--- src/rtl/ac3_pkg.sv ---
package ac3_pkg;

    // Bin space and exponent limits
    localparam int BIN_W    = 8;
    localparam int MAX_BINS = 256;
    localparam int EXP_W    = 5;

    localparam logic [EXP_W-1:0] EXP_MAX   = 5'd24;
    localparam logic [6:0]       CODE_MAX  = 7'd124;
    localparam logic [5:0]       DIFF_BIAS = 6'd2;

    // Request kinds
    localparam logic FUNC_START = 1'b0;
    localparam logic FUNC_GROUP = 1'b1;

    // Exponent strategies
    localparam logic [1:0] MODE_D15 = 2'd1;
    localparam logic [1:0] MODE_D25 = 2'd2;
    localparam logic [1:0] MODE_D45 = 2'd3;

    // Configuration register indexes
    localparam logic CFG_GROUP_MODE = 1'b0;
    localparam logic CFG_END_BINS   = 1'b1;

    localparam logic [1:0] GROUP_MODE_RST = MODE_D15;
    localparam logic [7:0] END_BINS_RST   = 8'd253;

    typedef struct packed {
        logic       func;
        logic [3:0] abs_exponent;
        logic [6:0] group_code;
    } in_item_t;

    typedef struct packed {
        logic [BIN_W-1:0] bin_index;
        logic [EXP_W-1:0] exponent;
        logic             range_error;
        logic             last;
        logic             block_done;
    } out_item_t;

    // Three base-5 digits, most significant first in index 0
    typedef logic [2:0][2:0] digits_t;

    // Classified request as held in the queue
    typedef struct packed {
        logic       func;
        logic [3:0] abs_exponent;
        digits_t    digits;
        logic       code_err;
    } q_entry_t;

    typedef struct packed {
        logic full;
        logic empty;
    } q_status_t;

    // Split a 7-bit group code into code/25, (code%25)/5, code%5
    function automatic digits_t split_code(input logic [6:0] code);
        logic [2:0] d0;
        logic [2:0] d1;
        logic [6:0] rem25;
        logic [4:0] rem5;
        digits_t    res;
        if (code >= 7'd125)      begin d0 = 3'd5; rem25 = code - 7'd125; end
        else if (code >= 7'd100) begin d0 = 3'd4; rem25 = code - 7'd100; end
        else if (code >= 7'd75)  begin d0 = 3'd3; rem25 = code - 7'd75;  end
        else if (code >= 7'd50)  begin d0 = 3'd2; rem25 = code - 7'd50;  end
        else if (code >= 7'd25)  begin d0 = 3'd1; rem25 = code - 7'd25;  end
        else                     begin d0 = 3'd0; rem25 = code;          end
        rem5 = rem25[4:0];
        if (rem5 >= 5'd20)      d1 = 3'd4;
        else if (rem5 >= 5'd15) d1 = 3'd3;
        else if (rem5 >= 5'd10) d1 = 3'd2;
        else if (rem5 >= 5'd5)  d1 = 3'd1;
        else                    d1 = 3'd0;
        res[0] = d0;
        res[1] = d1;
        res[2] = 3'(rem5 - {d1, 2'b00} - {2'b00, d1});
        return res;
    endfunction

endpackage

--- src/rtl/ac3_front.sv ---
module ac3_front
    import ac3_pkg::*;
(
    input  logic      in_valid,
    output logic      in_ready,
    input  in_item_t  in_data,
    input  q_status_t q_status,
    output logic      q_push,
    output q_entry_t  q_wdata
);

    // Accept whenever the queue has room
    assign in_ready = !q_status.full;
    assign q_push   = in_valid && in_ready;

    // Classify: split the group code and flag illegal codes
    always_comb
    begin
        q_wdata.func         = in_data.func;
        q_wdata.abs_exponent = in_data.abs_exponent;
        q_wdata.digits       = split_code(in_data.group_code);
        q_wdata.code_err     = (in_data.func == FUNC_GROUP) && (in_data.group_code > CODE_MAX);
    end

endmodule

--- src/rtl/ac3_queue.sv ---
module ac3_queue
    import ac3_pkg::*;
(
    input  logic      clk,
    input  logic      rst_n,
    input  logic      push,
    input  q_entry_t  wdata,
    input  logic      pop,
    output q_entry_t  rdata,
    output q_status_t status
);

    // Two-entry queue between classifier and sequencer
    q_entry_t   mem_reg [2];
    logic       wr_ptr_reg, wr_ptr_next;
    logic       rd_ptr_reg, rd_ptr_next;
    logic [1:0] count_reg, count_next;

    assign status.full  = (count_reg == 2'd2);
    assign status.empty = (count_reg == 2'd0);
    assign rdata        = mem_reg[rd_ptr_reg];

    always_comb
    begin
        wr_ptr_next = push ? !wr_ptr_reg : wr_ptr_reg;
        rd_ptr_next = pop  ? !rd_ptr_reg : rd_ptr_reg;
        count_next  = 2'(count_reg + {1'b0, push} - {1'b0, pop});
    end

    always_ff @(posedge clk or negedge rst_n)
    begin
        if (!rst_n)
        begin
            wr_ptr_reg <= 1'b0;
            rd_ptr_reg <= 1'b0;
            count_reg  <= 2'd0;
        end
        else
        begin
            wr_ptr_reg <= wr_ptr_next;
            rd_ptr_reg <= rd_ptr_next;
            count_reg  <= count_next;
        end
    end

    // Payload storage
    always_ff @(posedge clk)
    begin
        if (push)
        begin
            mem_reg[wr_ptr_reg] <= wdata;
        end
    end

endmodule

--- src/rtl/ac3_back.sv ---
module ac3_back
    import ac3_pkg::*;
(
    input  logic       clk,
    input  logic       rst_n,
    input  logic [1:0] group_mode,
    input  logic [7:0] end_bins,
    input  q_status_t  q_status,
    input  q_entry_t   q_rdata,
    output logic       q_pop,
    output logic       out_valid,
    input  logic       out_ready,
    output out_item_t  out_data
);

    logic             out_valid_reg, out_valid_next;
    out_item_t        out_data_reg, out_data_next;
    logic [EXP_W-1:0] run_exp_reg, run_exp_next;
    logic             run_err_reg, run_err_next;
    logic [BIN_W-1:0] next_bin_reg, next_bin_next;
    logic [1:0]       dig_reg, dig_next;
    logic [1:0]       rep_reg, rep_next;

    logic             adv;
    logic             step;
    logic             final_step;
    logic [1:0]       rep_max;
    logic [2:0]       digit;
    logic [5:0]       sum;
    logic [EXP_W-1:0] new_exp;
    logic             new_err;
    logic [EXP_W-1:0] cur_exp;
    logic             cur_err;
    logic [BIN_W-1:0] cur_bin;
    logic             emit;

    // Output slot free or being drained
    assign adv  = !out_valid_reg || out_ready;
    assign step = !q_status.empty && adv;

    // Repeat count per exponent from the strategy
    always_comb
    begin
        unique case (group_mode)
            MODE_D25: rep_max = 2'd1;
            MODE_D45: rep_max = 2'd3;
            default:  rep_max = 2'd0;
        endcase
    end

    // Differential add with clamp to 0..EXP_MAX
    always_comb
    begin
        digit   = q_rdata.digits[dig_reg];
        sum     = {1'b0, run_exp_reg} + {3'b000, digit};
        new_err = q_rdata.code_err;
        if (sum < DIFF_BIAS)
        begin
            new_exp = '0;
            new_err = 1'b1;
        end
        else if ((sum - DIFF_BIAS) > {1'b0, EXP_MAX})
        begin
            new_exp = EXP_MAX;
            new_err = 1'b1;
        end
        else
        begin
            new_exp = 5'(sum - DIFF_BIAS);
        end
    end

    // Current bin candidate
    always_comb
    begin
        if (q_rdata.func == FUNC_START)
        begin
            cur_exp    = {1'b0, q_rdata.abs_exponent};
            cur_err    = 1'b0;
            cur_bin    = '0;
            final_step = 1'b1;
        end
        else
        begin
            cur_exp    = (rep_reg == 2'd0) ? new_exp : run_exp_reg;
            cur_err    = (rep_reg == 2'd0) ? new_err : run_err_reg;
            cur_bin    = next_bin_reg;
            final_step = (dig_reg == 2'd2) && (rep_reg == rep_max);
        end
        emit = (cur_bin < end_bins) && ({1'b0, cur_bin} < 9'(MAX_BINS));
    end

    assign q_pop = step && final_step;

    // Sequencer and output register updates
    always_comb
    begin
        out_valid_next = out_valid_reg;
        out_data_next  = out_data_reg;
        run_exp_next   = run_exp_reg;
        run_err_next   = run_err_reg;
        next_bin_next  = next_bin_reg;
        dig_next       = dig_reg;
        rep_next       = rep_reg;
        if (adv)
        begin
            out_valid_next = 1'b0;
        end
        if (step)
        begin
            out_valid_next           = emit;
            out_data_next.bin_index  = cur_bin;
            out_data_next.exponent   = cur_exp;
            out_data_next.range_error = cur_err;
            out_data_next.block_done = (cur_bin == 8'(end_bins - 8'd1));
            out_data_next.last       = final_step || (cur_bin == 8'(end_bins - 8'd1));
            run_exp_next             = cur_exp;
            run_err_next             = cur_err;
            if (q_rdata.func == FUNC_START)
            begin
                next_bin_next = 8'd1;
            end
            else if (next_bin_reg != 8'hFF)
            begin
                next_bin_next = 8'(next_bin_reg + 8'd1);
            end
            if (final_step)
            begin
                dig_next = 2'd0;
                rep_next = 2'd0;
            end
            else if (rep_reg == rep_max)
            begin
                dig_next = 2'(dig_reg + 2'd1);
                rep_next = 2'd0;
            end
            else
            begin
                rep_next = 2'(rep_reg + 2'd1);
            end
        end
    end

    always_ff @(posedge clk or negedge rst_n)
    begin
        if (!rst_n)
        begin
            out_valid_reg <= 1'b0;
            run_exp_reg   <= '0;
            run_err_reg   <= 1'b0;
            next_bin_reg  <= '0;
            dig_reg       <= 2'd0;
            rep_reg       <= 2'd0;
        end
        else
        begin
            out_valid_reg <= out_valid_next;
            run_exp_reg   <= run_exp_next;
            run_err_reg   <= run_err_next;
            next_bin_reg  <= next_bin_next;
            dig_reg       <= dig_next;
            rep_reg       <= rep_next;
        end
    end

    always_ff @(posedge clk)
    begin
        out_data_reg <= out_data_next;
    end

    assign out_valid = out_valid_reg;
    assign out_data  = out_data_reg;

endmodule

--- src/rtl/ac3_exponent_decoder.sv ---
// Channel   Direction  Handshake               Payload
// in        input      in_valid / in_ready     in_data (func, abs_exponent, group_code)
// out       output     out_valid / out_ready   out_data (bin_index, exponent, flags)
// cfg       input      cfg_write               cfg_index, cfg_data
//
// The sequencer walks one bin per cycle while the output is not stalled: a
// start request covers one bin, a group request 3 x group size bins (3, 6 or
// 12); dropped bins still take their step. The sequencer's single bin slot
// per cycle sets the rate. Reset clears the queue, sequencer and running
// state; registers go to D15 and 253 bins. A two-entry queue lets input
// requests land while the output register is stalled.
module ac3_exponent_decoder
    import ac3_pkg::*;
(
    input  logic       clk,
    input  logic       rst_n,
    input  logic       in_valid,
    output logic       in_ready,
    input  in_item_t   in_data,
    output logic       out_valid,
    input  logic       out_ready,
    output out_item_t  out_data,
    input  logic       cfg_write,
    input  logic       cfg_index,
    input  logic [7:0] cfg_data
);

    logic [1:0] group_mode_reg, group_mode_next;
    logic [7:0] end_bins_reg, end_bins_next;
    q_status_t  q_status;
    logic       q_push;
    logic       q_pop;
    q_entry_t   q_wdata;
    q_entry_t   q_rdata;

    // Configuration registers
    always_comb
    begin
        group_mode_next = group_mode_reg;
        end_bins_next   = end_bins_reg;
        if (cfg_write)
        begin
            unique case (cfg_index)
                CFG_GROUP_MODE: group_mode_next = cfg_data[1:0];
                CFG_END_BINS:   end_bins_next   = cfg_data;
            endcase
        end
    end

    always_ff @(posedge clk or negedge rst_n)
    begin
        if (!rst_n)
        begin
            group_mode_reg <= GROUP_MODE_RST;
            end_bins_reg   <= END_BINS_RST;
        end
        else
        begin
            group_mode_reg <= group_mode_next;
            end_bins_reg   <= end_bins_next;
        end
    end

    ac3_front u_front (
        .in_valid (in_valid),
        .in_ready (in_ready),
        .in_data  (in_data),
        .q_status (q_status),
        .q_push   (q_push),
        .q_wdata  (q_wdata)
    );

    ac3_queue u_queue (
        .clk    (clk),
        .rst_n  (rst_n),
        .push   (q_push),
        .wdata  (q_wdata),
        .pop    (q_pop),
        .rdata  (q_rdata),
        .status (q_status)
    );

    ac3_back u_back (
        .clk        (clk),
        .rst_n      (rst_n),
        .group_mode (group_mode_reg),
        .end_bins   (end_bins_reg),
        .q_status   (q_status),
        .q_rdata    (q_rdata),
        .q_pop      (q_pop),
        .out_valid  (out_valid),
        .out_ready  (out_ready),
        .out_data   (out_data)
    );

    // An accepted request is queued on the next cycle
    a_push_lands: assert property (@(posedge clk) disable iff (!rst_n)
        in_valid && in_ready |=> !q_status.empty)
        else $error("accepted request missing from queue");

    // The final bin of the block is always flagged last
    a_done_is_last: assert property (@(posedge clk) disable iff (!rst_n)
        out_valid && out_data.block_done |-> out_data.last)
        else $error("block_done without last");

    // Only bins inside the configured range are delivered
    a_bin_in_range: assert property (@(posedge clk) disable iff (!rst_n)
        out_valid |-> out_data.bin_index < end_bins_reg)
        else $error("bin past end_bins delivered");

endmodule
--- config.mk ---
export PLATFORM = sky130hd
export DESIGN_NAME = ac3_exponent_decoder
export DESIGN_NICKNAME = d
export VERILOG_FILES = /design/src/rtl/ac3_pkg.sv /design/src/rtl/ac3_front.sv /design/src/rtl/ac3_queue.sv /design/src/rtl/ac3_back.sv /design/src/rtl/ac3_exponent_decoder.sv
export SDC_FILE = /design/constraint.sdc
export NUM_CORES = 1
export LEC_CHECK = 0
export BUFFER_PORTS_ARGS = -buffer_cell sky130_fd_sc_hd__buf_4
export CELL_PAD_IN_SITES_DETAIL_PLACEMENT = 1
export CELL_PAD_IN_SITES_GLOBAL_PLACEMENT = 2
export CORE_MARGIN = 3
export CORE_UTILIZATION = 36
export CTS_CLUSTER_SIZE = 20
export DETAILED_ROUTE_END_ITERATION = 12
export PLACE_DENSITY = 0.85
export SLEW_MARGIN = 20
export SYNTH_ARGS = -nofsm -noshare
export SYNTH_HDL_FRONTEND = slang
export SYNTH_HIERARCHICAL = 1
export SYNTH_SLANG_ARGS = --single-unit
--- constraint.sdc ---
create_clock -name clk -period 3.5 [get_ports clk]
set_input_delay 0.7 -clock clk [delete_from_list [all_inputs] [get_ports clk]]
set_output_delay 0.7 -clock clk [all_outputs]
set_load 0.005 [all_outputs]
==> flow_summary.json, run 1 <==
{
  "synth-seq-cells": 79,
  "grt_overflow": 0,
  "tightest_slew_ps": 676.7,
  "critPathKind": "flop to flop",
  "finalCritPeriodShare": 1.037,
  "critical_path_arrival_ps": 3710,
  "die_x_um": 127.9,
  "routed_wirelength_mm": 14.87,
  "min_path_type": "input pin to async pin",
  "ys_types": 80,
  "dr.pass1.iters": 4,
  "fin_ws_ps": -129.5,
  "critical_path.top_delay_family": "compound AO/OA/AOI/OAI gates",
  "ys.flop_type": "edfxtp_1",
  "area_delta_synth_final_pct": 28.68,
  "finalCriticalPeriod_ps": 3630,
  "path_depth": 15,
  "via_count": 4414,
  "ff2ff_setup_slack_ps": -130,
  "netlist_top_cells_count": "edfxtp_1 (46), nand2_1 (37), ha_1 (33)",
  "worstSetupEndpoint": "u_back/out_data[4]",
  "violations": "setup timing",
  "clk_latency_ps": 340,
  "finalNonFillerCells": 801,
  "place_area_mm2": 0.006267,
  "antenna_left": 0,
  "final_net_count": 677,
  "synthDominantCellAreaShare": 0.2581,
  "slew_headroom": 0.5488,
  "grt_pass1_wl_mm": 23.60,
  "startpoint": "u_queue/rd_ptr_reg",
  "cts_made_buffers": 9,
  "path_cells": "buf_12 -> buf_4 -> buf_4 -> mux2_4 -> nand2_1 -> o21ai_0 -> ha_1 -> xor2_2 -> ha_4 -> nor3b_4 -> or3_1 -> o311a_1 -> o211ai_4 -> buf_4 -> o21ai_2",
  "critPathRequiredTime_ps": 3580,
  "peakVddDrop_mv": 0.4399,
  "status": "finished with violations",
  "synth_area_leaders": "edfxtp_1 (26%), dfrtp_1 (12%), ha_1 (7.7%)",
  "cts_root_buffer": "clkbuf_16",
  "fin_tns_setup_ps": -388.5,
  "dp_hpwl_mm": 10.67,
  "syn-instance-count": 510,
  "fp.coreArea_mm2": 0.01420,
  "synth_enable_flop_cells": 46,
  "fp.dieH_um": 127.9,
  "drc_errors": 0,
  "largest_register_ffs": 30,
  "maxSlewViolCount": 0,
  "critPathMaxFanout": 8,
  "num_rows": 43,
  "finalHoldViolations": 0,
  "critical_path_buf_inv_count": 4,
  "regToRegEndpoint": "u_back/out_data[4]",
  "r2r_start": "u_queue/rd_ptr_reg",
  "portBuffers": 43,
  "place.gp.congestion": 0.8796,
  "grt_max_degree": 34,
  "path_clk_slew_ps": 70,
  "track_usage": 0.1783,
  "start_util": 0.3768,
  "crit_top_cell": "buf_4",
  "r2r_cells": 15,
  "first_global_vias": 4691,
  "clock_path_buffers": 2,
  "async_flop_share": 0.4177,
  "critPathSlowestCell": "dfrtp_1",
  "stdcell_area_mm2": 0.006888,
  "rsz0062_at_grt": "yes",
  "synth.most_common_cell": "edfxtp_1",
  "syn-cell-area_mm2": 0.005353,
  "viasPerCell": 5.511,
  "num_io_pins": 44,
  "dp.cells": 771,
  "start_kind": "flop",
  "wl_per_cell_um": 18.57,
  "synth_top_cell_by_area": "edfxtp_1",
  "fmax_mhz": 275.5,
  "crit_path_end_kind": "flop",
  "syn_avg_cell_area_um2": 10.50,
  "cts_tree": "yes",
  "drt-initial-drc-count": 347,
  "clock_skew_ps": 7.848,
  "maxCapViolCount": 0,
  "yosysSeqAreaShare": 0.4142,
  "clock_sinks": 79,
  "nFillCells": 1578,
  "yosysWarnings": 6,
  "drive_gt1_frac": 0.3688,
  "post-place-ws_ps": -354.7,
  "ctsHtreeMaxLevel": 3,
  "dieArea_mm2": 0.01637,
  "synth_nets": 571,
  "setup_violations": 5,
  "p_leak_nw": 2.917,
  "antenna_found_initial": 0,
  "antenna_cells": 0,
  "p_per_area_mw_per_mm2": 946.7,
  "slowest_delay_ps": 400
}
[cell type report]
type | instances | area, um^2 | share of cell area
multi-input combinational | 372 | 3075 | 0.4465
sequential | 79 | 2217 | 0.3219
timing repair buffer | 122 | 939.7 | 0.1364
clock buffer | 9 | 225.2 | 0.03270
tap | 180 | 225.2 | 0.03270
inverter | 32 | 127.6 | 0.01853
clock inverter | 7 | 77.57 | 0.01126
[worst register-to-register path, delay by kind of cell (launching register included)]
family / cells / cell delay [ps]
AO/OA/AOI/OAI: 4 / 670
buffers and inverters: 4 / 640
adder cells (fa/ha/maj): 2 / 600
AND/OR/NAND/NOR: 3 / 520
flip-flops: 1 / 400
multiplexers: 1 / 310
XOR/XNOR: 1 / 250
[worst min path at each step]
stage | start | end
floorplan | rst_n | end_bins_reg[1]
global placement | u_queue/wr_ptr_reg | u_queue/wr_ptr_reg
detailed placement | u_queue/wr_ptr_reg | u_queue/wr_ptr_reg
CTS | rst_n | u_back/next_bin_reg[3]
global route | rst_n | u_back/next_bin_reg[1]
finish | rst_n | u_back/next_bin_reg[2]
[what timing repair did]
item                       in CTS  in global routing
resized for setup              14                 33
hold buffers                    0                  0
setup endpoints to repair      12                 15
pin swaps                       6                 27
setup buffers                   4                 10
[metal layers]
layer  GRT usage  vias up  wire length [um]
li1            -     2081                 -
met1      0.2092     2217              5903
met2      0.3262       86              8110
met3     0.02375       30               457
met4     0.07303        0               399
met5           0        -                 0
[placed cells by master, fill, tap and decap left out, drive strengths merged, types with 8 or more instances in the layout]
| cell type | Yosys | routed |
|---|---|---|
| edfxtp | 46 | 46 |
| dfrtp | 25 | 25 |
| and2 | 12 | 12 |
| nand3 | 13 | 13 |
| buf | 19 | 122 |
| dfstp | 8 | 8 |
| ha | 33 | 33 |
| clkbuf | 8 | 9 |
| a21oi | 19 | 19 |
| nand2 | 38 | 38 |
| mux2 | 28 | 28 |
| and3 | 10 | 10 |
| inv | 32 | 35 |
| o21ai | 31 | 31 |
| nor3 | 13 | 13 |
| xnor2 | 14 | 14 |
| nor2 | 33 | 33 |
| nor2b | 11 | 11 |
[cells by family (layout without fill, tap and decap cells)]
kind of cell               Yosys count  count (layout)  synth area share
muxes                               32              32           0.07831
and+or+nand+nor                    160             160            0.1564
buffers and inverters               59             170           0.05540
xor gates and xnor gates            22              22           0.03880
adders and majority gates           36              36           0.08672
AOI/OAI and AO/OA                  122             122            0.1702
DFF                                 79              79            0.4142
[stage by stage]
| stage | power (W) | hold slack, ps | utilization |
|---|---|---|---|
| global placement | 0.004631 | 472.9 | 0.4412 |
| detailed placement | 0.004824 | 497.3 | 0.4412 |
| floorplan | 0.003655 | 404.4 | - |
| CTS | 0.006045 | 313.5 | 0.4678 |
| finish | 0.006521 | 301.6 | 0.4849 |
| global route | 0.007005 | 329.9 | 0.4849 |
[where the power goes]
part | total (W) | switching [W] | internal, W | leakage [nW]
clock | 0.000954 | 0.000394 | 0.000560 | 0.147
sequential | 0.00162 | 0.000228 | 0.00139 | 0.840
combinational | 0.00395 | 0.00203 | 0.00191 | 1.93
No activity file was read; power rests on OpenSTA's default activity.
==> run 2, diff against run 1 <==
--- a/config.mk
+++ b/config.mk
@@ -9,11 +9,11 @@
 export CELL_PAD_IN_SITES_DETAIL_PLACEMENT = 1
 export CELL_PAD_IN_SITES_GLOBAL_PLACEMENT = 2
 export CORE_MARGIN = 3
-export CORE_UTILIZATION = 36
+export CORE_UTILIZATION = 30
 export CTS_CLUSTER_SIZE = 20
 export DETAILED_ROUTE_END_ITERATION = 12
-export PLACE_DENSITY = 0.85
-export SLEW_MARGIN = 20
+export MAX_ROUTING_LAYER = met4
+export PLACE_DENSITY = 0.74
 export SYNTH_ARGS = -nofsm -noshare
 export SYNTH_HDL_FRONTEND = slang
 export SYNTH_HIERARCHICAL = 1
==> flow_summary.json, run 2 (synthesized netlist as in run 1, its figures left out) <==
{
  "clock_skew_ps": 7.025,
  "p_leak_nw": 3.011,
  "drc_errors": 0,
  "num_io_pins": 44,
  "routed_wirelength_mm": 14.64,
  "setup_violations": 5,
  "clkPwrFrac": 0.168,
  "tightest_slew_ps": 741.9,
  "dp_hpwl_mm": 11.07,
  "p_int_w": 0.003884,
  "status": "finished with violations",
  "r2r_cells": 13,
  "grt_max_degree": 34,
  "die_x_um": 139.6,
  "fp.dieH_um": 139.6,
  "path_clk_slew_ps": 60,
  "first_global_vias": 4750,
  "dr.pass1.iters": 4,
  "rsz0062_at_grt": "yes",
  "portBuffers": 43,
  "viasPerCell": 5.101,
  "swShare": 0.3891,
  "largest_register_ffs": 30,
  "track_usage": 0.1552,
  "finalCritPeriodShare": 1.009,
  "finalHoldViolations": 0,
  "r2r_start": "u_queue/rd_ptr_reg",
  "slowest_delay_ps": 590,
  "wl_per_cell_um": 17.01,
  "power_w": 0.006359,
  "seq_power_share": 0.256,
  "cts_made_buffers": 9,
  "clock_path_buffers": 2,
  "ff2ff_setup_slack_ps": -20,
  "grt_overflow": 0,
  "clock_sinks": 79,
  "dp.cells": 837,
  "critical_path_arrival_ps": 3630,
  "clk_latency_ps": 340,
  "fin_ws_ps": -33.06,
  "num_rows": 48,
  "fin_tns_setup_ps": -92.98,
  "hold_buffers": 0,
  "crit_top_cell": "buf_4",
  "p_per_area_mw_per_mm2": 896.3,
  "peakVddDrop_mv": 0.3785,
  "drive_gt1_frac": 0.3774,
  "p_sw_w": 0.002474,
  "critical_path_buf_inv_count": 5,
  "met1Wirelength_mm": 6.130,
  "met2WireLength_mm": 7.638,
  "fmax_mhz": 283.0,
  "routed-wl-met3_um": 415,
  "critPathMaxFanout": 6,
  "regToRegEndpoint": "u_back/out_data[2]",
  "final_common_cell": "buf_4",
  "violations": "setup timing",
  "nFillCells": 1946,
  "critPathRequiredTime_ps": 3590,
  "start_kind": "input pin",
  "cts_root_buffer": "clkbuf_16",
  "antenna_cells": 0,
  "path_cells": "buf_4 -> inv_8 -> buf_4 -> ha_1 -> a21boi_1 -> o21a_2 -> nor2_1 -> a2111oi_0 -> o21a_1 -> nor2b_4 -> buf_4 -> o21bai_1 -> fa_2 -> inv_1",
  "power.share.combinational": 0.576,
  "maxCapViolCount": 0,
  "finalNonFillerCells": 861,
  "critical_path.top_delay_family": "compound AO/OA/AOI/OAI gates",
  "critPathSlowestCell": "fa_2",
  "maxSlewViolCount": 0,
  "via_count": 4392,
  "dieArea_mm2": 0.01948,
  "final_net_count": 692,
  "min_path_type": "input pin to async pin",
  "cts_tree": "yes",
  "place.gp.congestion": 0.8547,
  "antenna_left": 0,
  "fp.coreArea_mm2": 0.01736,
  "final_util": 0.4087,
  "ctsHtreeMaxLevel": 3,
  "drt-initial-drc-count": 238,
  "finalCriticalPeriod_ps": 3533,
  "routed.top_layer": "met4",
  "slew_headroom": 0.5054,
  "area_delta_synth_final_pct": 32.54,
  "critPathKind": "input pin to flop",
  "antenna_found_initial": 0,
  "crit_path_end_kind": "flop",
  "start_util": 0.3084,
  "grt_pass1_wl_mm": 24.14,
  "layout_common_cells": "buf_4 (132), edfxtp_1 (46), nand2_1 (36), inv_1 (29), nor2_1 (29)"
}
[run 2: repair_timing]
| action | in CTS | in global routing |
|---|---|---|
| buffers inserted | 4 | 5 |
| resized for setup | 22 | 26 |
| setup endpoints to repair | 14 | 15 |
| pin swaps | 13 | 11 |
[run 2: layout make-up]
type	count	area [um^2]	share of cell area
Tap cell	225	281.5	0.03968
Sequential cell	79	2218	0.3127
Clock inverter	7	118.9	0.01675
Timing Repair Buffer	137	1056	0.1489
Inverter	32	131.4	0.01852
Multi-Input combinational cell	372	3063	0.4317
Clock buffer	9	225.2	0.03175
[run 2: how the worst max path moves through the flow]
stage | start | endpoint | slack (ps) | depth (start not counted)
6_report | in_data[2] | u_queue/mem_reg[1][8] | -30 | 14
5_1_grt | in_data[1] | u_queue/mem_reg[1][8] | -160 | 13
4_1_cts | u_queue/rd_ptr_reg | u_back/out_data[2] | -30 | 14
3_5_place_dp | in_data[1] | u_queue/mem_reg[1][8] | -450 | 14
3_3_place_gp | in_data[1] | u_queue/mem_reg[0][8] | -330 | 14
2_1_floorplan | in_data[2] | u_queue/mem_reg[0][8] | -90 | 14
[run 2: metal layers]
metal	vias to the layer above	global-route usage
met1	2176	0.1795
met3	32	0.02199
met5	-	-
li1	2106	-
met2	78	0.2702
met4	0	0.06476
[run 2: worst reg2reg max path, stage by stage, from the launching register on]
cell      delay, ps
dfrtp_2         450
buf_6           160
buf_6           110
mux2_4          290
mux2i_2         170
o21ai_2         100
ha_1            330
xor2_2          260
ha_4            240
nor3b_4         150
or3_1           300
o311a_1         330
o211ai_4        160
o221a_1         300
[run 2: stage by stage]
stage / setup slack [ps] / hold slack, ps / cell area, um^2
2_1_floorplan: -89.17 / 404.4 / 5416
4_1_cts: -25.98 / 319.6 / 6929
6_report: -33.06 / 306.5 / 7094
3_3_place_gp: -333.1 / 473.6 / 6469
5_1_grt: -155.5 / 337.0 / 7094
3_5_place_dp: -454.7 / 504.8 / 6469
[run 2: power by group through the flow]
stage / Clock [W] / Combinational (W) / Sequential [W]
6_report: 0.00107 / 0.00366 / 0.00163
5_1_grt: 0.00114 / 0.00406 / 0.00167
4_1_cts: 0.00110 / 0.00358 / 0.00163
3_3_place_gp: 0 / 0.00316 / 0.00162
3_5_place_dp: 0 / 0.00330 / 0.00164
2_1_floorplan: 0 / 0.00212 / 0.00154
